<file path="config.mk">
export PLATFORM = sky130hd
export DESIGN_NAME = dgnl_link
export DESIGN_NICKNAME = d
export VERILOG_FILES = /design/src/hw/rtl/dgnl_pkg.sv /design/src/hw/rtl/dgnl_link.sv
export SDC_FILE = /design/constraint.sdc
export NUM_CORES = 1
export LEC_CHECK = 0
export BUFFER_PORTS_ARGS = -buffer_cell sky130_fd_sc_hd__buf_2
export CORE_MARGIN = 2
export CORE_UTILIZATION = 64
export DETAILED_ROUTE_END_ITERATION = 6
export PLACE_DENSITY = 0.87
export RECOVER_POWER = 25
export SYNTH_ARGS = -nofsm -noshare
export SYNTH_HDL_FRONTEND = slang
export SYNTH_SLANG_ARGS = --single-unit
</file>
<file path="constraint.sdc">
create_clock -name vclk -period 8.32
set_input_delay 1.248 -clock vclk [all_inputs]
set_output_delay 1.248 -clock vclk [all_outputs]
set_load 0.1 [all_outputs]
</file>
<file path="src/hw/rtl/dgnl_pkg.sv">
package dgnl_pkg;

  localparam int DEF_MAX_WIDTH  = 1024;
  localparam int DEF_MAX_HEIGHT = 1024;
  localparam int DEF_DEPTH_BITS = 16;

  localparam int IN_DEPTH_W  = 16;
  localparam int PIX_IDX_W   = 20;
  localparam int CFG_SIZE_W  = 11;
  localparam int CFG_ADDR_W  = 3;
  localparam int CFG_DATA_W  = 32;

  localparam int WIDTH_RESET  = 640;
  localparam int HEIGHT_RESET = 480;
  localparam int LINK_FACTOR  = 20;

  localparam logic REG_FRAME_WIDTH  = 1'b0;
  localparam logic REG_FRAME_HEIGHT = 1'b1;

endpackage

</file>
<file path="src/hw/rtl/dgnl_link.sv">
module dgnl_link
  import dgnl_pkg::*;
#(
  parameter int DEPTH_BITS = DEF_DEPTH_BITS
) (
  input  logic [DEPTH_BITS-1:0] a,
  input  logic [DEPTH_BITS-1:0] b,
  output logic                  linked
);

  localparam int PW = DEPTH_BITS + 5;

  logic [DEPTH_BITS-1:0] diff;
  logic [DEPTH_BITS:0]   sum;
  logic [PW-1:0]         scaled;

  always_comb begin
    diff   = (a > b) ? (a - b) : (b - a);
    sum    = {1'b0, a} + {1'b0, b};
    scaled = PW'(diff) * PW'(LINK_FACTOR);
    linked = (a != '0) && (b != '0) && (scaled <= PW'(sum));
  end

endmodule

</file>
==> impl_results.md <==
* Crit path kind: in -> out
* Clock buf count at 0
* Critical Path AT at 6.72 ns
* Share of post-route cells with drive strength above 1 at ~17%
* Drt pass-1 iters at 5
* Hold Fails Final Rpt at 0
* Setup WS pre-CTS at -0.06676 ns
* Max IR drop VDD at 157.3 µV
* N_diodes at 0
* Max-slew violations at 0
* Distinct cells, synth at 62
* Final setup violation count at 0
* Outcome: finished, final reports clean
* Vias/cell at about 6.3
* Die H at 79.00 µm
* CP delay by family, top: compound AO/OA/AOI/OAI gates
* Static leakage at roughly 2.1 nW
* Reg area at 0 µm²
* Least-Margin Pin Slew at roughly 0.76 ns
* Crit path top cell by count: ha_1
* Largest net degree at the start of global routing at 15
* Top-count cell post-synth: ha_1
* Post-Syn Area at 0.003600 mm²
* Startpoint types: input port
* Synth Area in Simple Gates at between 20% and 30%
* Levels on crit path at 31
* Mapped Cells at 488
* Post-synth top cells: ha_1 (90), inv_1 (56), nor2_1 (40)
* Non-filler cells, final at 597
* FILL cells at 454
* Fmax at 125.5 MHz
* Post-synthesis xor/xnor area fraction at between 8 and 9%
* RSZ-0062 raised after global routing: no
* Min-Delay Path Class: in -> out
* Worst path max stage delay at about 0.36 ns
* Die Span X at 79.00 µm
* Top-area cell type share of the netlist area at roughly 31%
* Max FO, Critical Path at 6
* Routed wire length at 10450 µm
* Core Footprint at ~0.0055 mm²
* Initial Utilization at approximately two thirds
* Area leader, netlist: ha_1
* # hold bufs at CTS at 0
* Nets at 653
* Worst path required time at 7.07 ns
* Area grow syn2layout at 12.13%
* Vias in the first global route at 3591
* Pwr Density at 230.3 mW/mm²
* Port Buffers at 33
* Remaining antenna violation count at 0
* Worst hold path startpoint: a[11]
* Initial antenna violation count at 0
* Sequential cell area fraction in the yosys report at 0%
* GRT Util Overall at 33.57%
* Fin crit share at 95.79%
* Synth Net Count at 614
* Initial DRC count at 396
* Row cnt at 27
* Mean post-synth cell area at 7.376 µm²
* IO Count at 33
* Power, Total at 0.9296 mW
* Rel. slew slack at about half
* CP Capture Type: output port
* Hold path cells at 6
* Crit-path slowest cell: fa_2
* Final setup margin at between 0.3 and 0.4 ns
* GPL Wtd Cong at 0.9721
* Post-Synth Adder-Cell Area at 33.51%
* FF+latch count at 0
* Largest family of logic cells by synthesized area: adder cells
* Synth Area in Compound Gates at between 20% and 30%
* Tmin final at 7.970 ns
* Die area at 0.006240 mm²
* YS warnings at 0
* Top post-synthesis cells by area: ha_1 (31%), xnor2_1 (7.5%), inv_1 (5.8%), a21o_1 (5.0%), a21oi_1 (4.9%)
* First-pass GRT wire length at 17040 µm
* Max Cap Viol at 0
* Routed len/inst at approximately 17 µm
* DRC at 0
* GRT Residual Overflow at 0
* Hold worst-path end: linked
* Via count at 3767
* CP Buf/Inv Count at 5
* Multiplexer area fraction after synthesis at 2.781%
* Dpl hpwl at 8894 µm
* DP Cell Count at approximately 590
## power breakdown
part           leakage [nW]  total (mW)  internal, mW  switching, mW
sequential                0           0             0              0
clock                     0           0             0              0
combinational          2.12       0.930         0.411          0.519
total                  2.12       0.930         0.411          0.519
## cell usage in the layout (no fill, tap or decap), types with 20 or more instances in the layout
| master | n |
|---|---|
| inv_1 | 56 |
| buf_4 | 20 |
| a21o_1 | 24 |
| nand2_1 | 25 |
| nor2_1 | 40 |
| buf_2 | 32 |
| xnor2_1 | 30 |
| a21oi_1 | 34 |
| ha_1 | 90 |
## per-layer routing
| layer | vias to the layer above | share of wire [%] | global-route usage (%) |
|---|---|---|---|
| li1 | 1831 | - | - |
| met1 | 1737 | 43 | 45.56 |
| met2 | 177 | 46 | 56.27 |
| met3 | 22 | 7.2 | 1.477 |
| met4 | 0 | 3.6 | 12.41 |
| met5 | - | 0 | 0 |
## kinds of logic after synthesis
| group | Yosys count |
|---|---|
| fa+ha+maj | 94 |
| xor+xnor | 33 |
| compound gates | 140 |
| simple gates | 139 |
| buf+inv | 72 |
| mux | 10 |
## cell type report
class,count,area (µm²),share of cell area (%)
Multi-Input combinational cell,416,3406,84.38
Timing Repair Buffer,53,330.3,8.184
Inverter,56,210.2,5.208
Tap cell,72,90.09,2.232
## through the flow
step           utilization (%)  hold WS (ns)  instance area [µm²]  setup TNS, ns
2_1_floorplan                -         3.025                 3628              0
3_3_place_gp             71.79         3.363                 3929              0
3_5_place_dp             71.79         3.401                 3929       -0.06676
6_report                 73.75         3.376                 4036              0
5_1_grt                  73.75         3.451                 4036              0
4_1_cts                  72.13         3.403                 3948              0
## how the worst max path moves through the flow
stage / from / slack, ns / end
finish: a[0] / 0.35 / linked
detailed placement: a[0] / -0.07 / linked
CTS: a[0] / 0.008 / linked
global placement: a[0] / 0.12 / linked
floorplan: a[0] / 0.02 / linked
global route: a[0] / 0.03 / linked
## what timing repair did
action | in CTS | in global routing
gates resized for setup | 5 | 17
pin swaps | 0 | 7
endpoints found under the setup margin | 1 | 1
setup buffers | 0 | 4
Note: power is estimated with default switching activity, not from simulation.
